`src/rtl/core/jss_ram.sv`:
```
// ----------------------------------------------------------------------------
// jss_ram: simple dual-port RAM
// One write port and one read port with registered read data.
// ----------------------------------------------------------------------------
module jss_ram #(
    parameter int DEPTH = 64,
    parameter int WIDTH = 16
) (
    input  logic                     aclk,
    input  logic                     we,
    input  logic [$clog2(DEPTH)-1:0] waddr,
    input  logic [WIDTH-1:0]         wdata,
    input  logic [$clog2(DEPTH)-1:0] raddr,
    output logic [WIDTH-1:0]         rdata
);

    logic [WIDTH-1:0] mem [DEPTH];

    // Write port.
    always_ff @(posedge aclk) begin
        if (we) begin
            mem[waddr] <= wdata;
        end
    end

    // Registered read port.
    always_ff @(posedge aclk) begin
        rdata <= mem[raddr];
    end

endmodule

```
`config.mk`:
```
export PLATFORM = sky130hd
export DESIGN_NAME = jss_ram
export DESIGN_NICKNAME = d
export VERILOG_FILES = /design/src/rtl/core/jss_ram.sv
export SDC_FILE = /design/constraint.sdc
export NUM_CORES = 1
export LEC_CHECK = 0
export ABC_AREA = 1
export BUFFER_PORTS_ARGS = -buffer_cell sky130_fd_sc_hd__buf_2
export CAP_MARGIN = 20
export CORE_ASPECT_RATIO = 0.6
export CORE_MARGIN = 2
export CORE_UTILIZATION = 41
export DETAILED_ROUTE_END_ITERATION = 8
export SETUP_SLACK_MARGIN = 0.3
export SKIP_CTS_REPAIR_TIMING = 1
export SYNTH_ARGS = -nofsm -noshare
export SYNTH_HDL_FRONTEND = slang
export SYNTH_SLANG_ARGS = --single-unit
```
`constraint.sdc`:
```
create_clock -name aclk -period 8.3 [get_ports aclk]
set_input_delay 1.66 -clock aclk [delete_from_list [all_inputs] [get_ports aclk]]
set_output_delay 1.66 -clock aclk [all_outputs]
set_load 0.01 [all_outputs]
```
== Yosys cells after proc, flatten, opt, wreduce, memory -nomap -nowiden ==
Memories as Yosys holds them, arrays and structs flattened. A register that Yosys moved wholly into a read port is not among the register bits.
Index checks and enable logic that the tools add are counted.

* Bits in registers: 0
* RAM bits: 1024
* Bits of input ports: 30
* Output and inout port bits: 16
* Word-level logic and storage cells: 3
* Memories: 1

{| class="wikitable"
|+ Memories
! memory !! words !! bits a word !! read ports !! clocked after Yosys merged registers in !! wr ports !! RTL line !! RTL
|-
| mem || 64 || 16 || 1 || 1 || 1 || 17 || <nowiki>logic [WIDTH-1:0] mem [DEPTH];</nowiki>
|}

* Multiplexer cells: 2

{| class="wikitable"
|+ Operator list
! kind !! number
|-
| $mux 1 || 2
|}

== Logic depth before layout (Yosys ltp) ==
* Depth in word-level cells: 2
* Mapped depth: 12
* Gate-level depth less buffers: 9

== Worst setup path before layout ==
No wires, ideal clock.

* Path kind: input port to flip-flop
* Start: input port we
* End: memory mem[48][0], enable pin
* Setup time: 431 ps
* Arrival: 3784 ps
* Path slack: 4086 ps
* Stages: 3
* Buffers on the path: 1
* Path through: clkbuf_1 > nand4_1 > nor4_1

* Word-level cells in the longest chain between the ends: 2

{| class="wikitable"
|+ RTL lines
! what !! RTL line !! RTL
|-
| start, declared || 10 || <nowiki>input logic we,</nowiki>
|-
| $mux 1 || 21 || <nowiki>if (we) begin</nowiki>
|-
| $mux 1 (not written as such) || 22 || <nowiki>mem[waddr] <= wdata;</nowiki>
|-
| end, declared || 17 ||
|}

Every way passes these cells.

==> flow_metrics.env <==
export IMPL_status="finished clean"
export IMPL_power_uw=10700
export IMPL_finalSetupTns_ns=0
export IMPL_synth_compound_area_share_pct=0
export IMPL_place_inst=4774
export IMPL_cts_buffer_depth=3
export IMPL_cts_sinks=1040
export IMPL_grt_overflow_total=0
export IMPL_cts_htree_levels=3
export IMPL_power_frac_seq_pct=54.5
export IMPL_p_sw_uw=2460
export IMPL_avgSynthCellArea_sq_um=12.0
export IMPL_yosys_area_share_simple_pct=22.7
export IMPL_drv_slew=0
export IMPL_finalCritPeriodShare_pct=52.5
export IMPL_final_cell_count_no_fill=4943
export IMPL_groute_usage_overall_pct=22.4
export IMPL_ant_nets=0
export IMPL_hold_depth=8
export IMPL_dr_pass1_iters=6
export IMPL_drtIter0Drc=3537
export IMPL_cp_required_ns=8.90
export IMPL_ys_ff_latch=1040
export IMPL_startpoint_type="input pin"
export IMPL_hold_viol=0
export IMPL_reg2regPathDepth=8
export IMPL_die_h_um=252
export IMPL_drv_cap=0
export IMPL_rr_startpoint="mem[50][11]"
export IMPL_wl_per_cell_um=24.0
export IMPL_io_pins=46
export IMPL_synth_top_family_by_area="simple AND/OR/NAND/NOR gates"
export IMPL_leakagePower_uw=0.0165
export IMPL_final_cell_mix="nand2_1 (1296), edfxtp_1 (1024), nand3_1 (871)"
export IMPL_vias=27000
export IMPL_swShare_pct=23.0
export IMPL_final_common_cell="nand2_1"
export IMPL_place_hpwl_mm=63.6
export IMPL_worstPathArrival_ns=4.96
export IMPL_pwr_share_clk_pct=39.1
export IMPL_pre_cts_ws_ns=3.48
export IMPL_numCtsBuffers=90
export IMPL_initial_core_util_pct=41.6
export IMPL_synth_top_cell_area_share_pct=73.0
export IMPL_powerDensity_nw_per_um2=231
export IMPL_synth_xor_area_share_pct=0
export IMPL_grt_start_max_net_pins=212
export IMPL_drc=0
export IMPL_nets=3562
export IMPL_setup_viol=0
export IMPL_power_frac_comb_pct=6.4
export IMPL_fp_dieArea_sq_um=105000
export IMPL_end_kind="register"
export IMPL_period_minus_slack_ns=4.36
export IMPL_synthAdderAreaFrac_pct=0
export IMPL_path_clk_slew_ns=0.07
export IMPL_cts_tree="built"
export IMPL_gp_congestion=0.829
export IMPL_grt_pass1_vias=25100
export IMPL_synth_area_leaders="edfxtp_1 (73%), nand2_1 (12%), nand3_1 (10%)"
export IMPL_synthMuxAreaShare_pct=0
export IMPL_ys_warn_count=0
export IMPL_min_delay_start="mem[8][1]"
export IMPL_critical_path_class="in -> reg"
export IMPL_grt_pass1_wl_mm=174
export IMPL_maxSlewHeadroom_pct=19.5
export IMPL_yosysUniqueCellTypes=16
export IMPL_die_w_um=418
export IMPL_antenna_found_initial=6
export IMPL_clock_root_buffer="clkbuf_16"
export IMPL_syn_area_sq_um=42100
export IMPL_hold_class="reg -> reg"
export IMPL_coreArea_sq_um=101000
export IMPL_insertion_delay_ns=0.68
export IMPL_holdPathEnd="rdata[1]"
export IMPL_port_buffers=45
export IMPL_routed_wl_mm=118
export IMPL_intPower_uw=8240
export IMPL_max_freq_mhz=229
export IMPL_synthCells=3517
export IMPL_synth_fp_nets=3547
export IMPL_r2r_slack_ns=6.62
export IMPL_worst_path_max_fanout=211
export IMPL_fin_hold_ws_ns=0.830
export IMPL_max_slew_worst_pin_slew_ns=1.21
export IMPL_rsz0062_at_grt="false"
export IMPL_ys_seq_area_share_pct=73.8
export IMPL_drive_above_1_share_pct=8.35
export IMPL_fin_ws_ns=3.94
export IMPL_vias_per_cell=5.46
export IMPL_fp_row_count=90
export IMPL_synthToLayoutAreaGrowth_pct=10.1
export IMPL_finClkSkew_ns=0.0275
export IMPL_yosys_area_top_type="edfxtp_1"
export IMPL_r2r_end="rdata[11]"
export IMPL_irDropWorstVdd_mv=0.158
==> registers in the layout (all words and copies together), names as in the netlist <==
signal / flops
mem: 1024
rdata: 16
==> synth_stat cells <==
cell / number
nand4_1: 9
edfxtp_1: 1024
nand2_1: 1296
inv_8: 1
nand3_1: 871
dfxtp_1: 16
buf_2: 113
buf_8: 1
buf_6: 49
inv_2: 2
nor2_1: 56
buf_1: 17
nor4_1: 8
clkbuf_1: 26
buf_4: 19
inv_1: 9
==> worst max-delay path: stages <==
cell and delay, ns:
buf_8 0.25, inv_16 0.45, buf_12 0.66, nand2_1 0.15
nand3_1 0.16, nand3_1 0.10, nand2_1 0.11, nand2_1 0.08
nand3_1 0.18, nand3_1 0.39, nand2_1 0.16
==> cell families (layout without fill, tap and decap cells) <==
logic type             after synthesis  in the layout
buffers and inverters              237            325
AND/OR/NAND/NOR                   2240           2240
flip-flops                        1040           1040
other                                0              4
==> layout make-up <==
class | instances | area (sq um)
antenna | 4 | 10.0
clock buffer | 117 | 2400
clock inverter | 48 | 443
fill | 9109 | 54800
inverter | 12 | 72.6
multi-input combinational | 2240 | 9630
sequential | 1040 | 31100
tap | 1334 | 1670
timing repair buffer | 148 | 1070
==> per-stage QoR <==
stage               instance area (sq um)  utilization [%]
finish                              46400             45.9
global route                        46400             45.8
CTS                                 46400             45.8
detailed placement                  43500             43.0
global placement                    43500             43.0
floorplan                           42100                -
==> layer usage <==
layer  wire [um]  part of all wire, %  GRT usage, %  vias to the layer above
met4        2950                  2.5          6.24                        4
met5          27                0.023             0                        -
met3       11500                  9.8          4.96                      169
met2       49500                   42          31.2                     1262
met1       54400                   46          34.8                    13200
li1            -                    -             -                    12400
==> worst max path at each step <==
stage          startpoint    endpoint  slack [ns]
6_report         raddr[0]    rdata[4]        3.94
5_1_grt          raddr[0]   rdata[13]        3.82
4_1_cts          raddr[0]   rdata[11]        4.19
3_5_place_dp     raddr[0]   rdata[13]        3.48
3_3_place_gp     raddr[0]    rdata[5]        3.45
2_1_floorplan          we  mem[48][0]        4.09
==> power groups by stage <==
stage	Combinational [uW]	Sequential [uW]	Clock [uW]
2_1_floorplan	389	5940	0
3_3_place_gp	677	5950	0
3_5_place_dp	677	5950	0
4_1_cts	679	5830	4240
5_1_grt	746	5830	4440
6_report	686	5830	4180
Power figures use the tool's default switching activity.
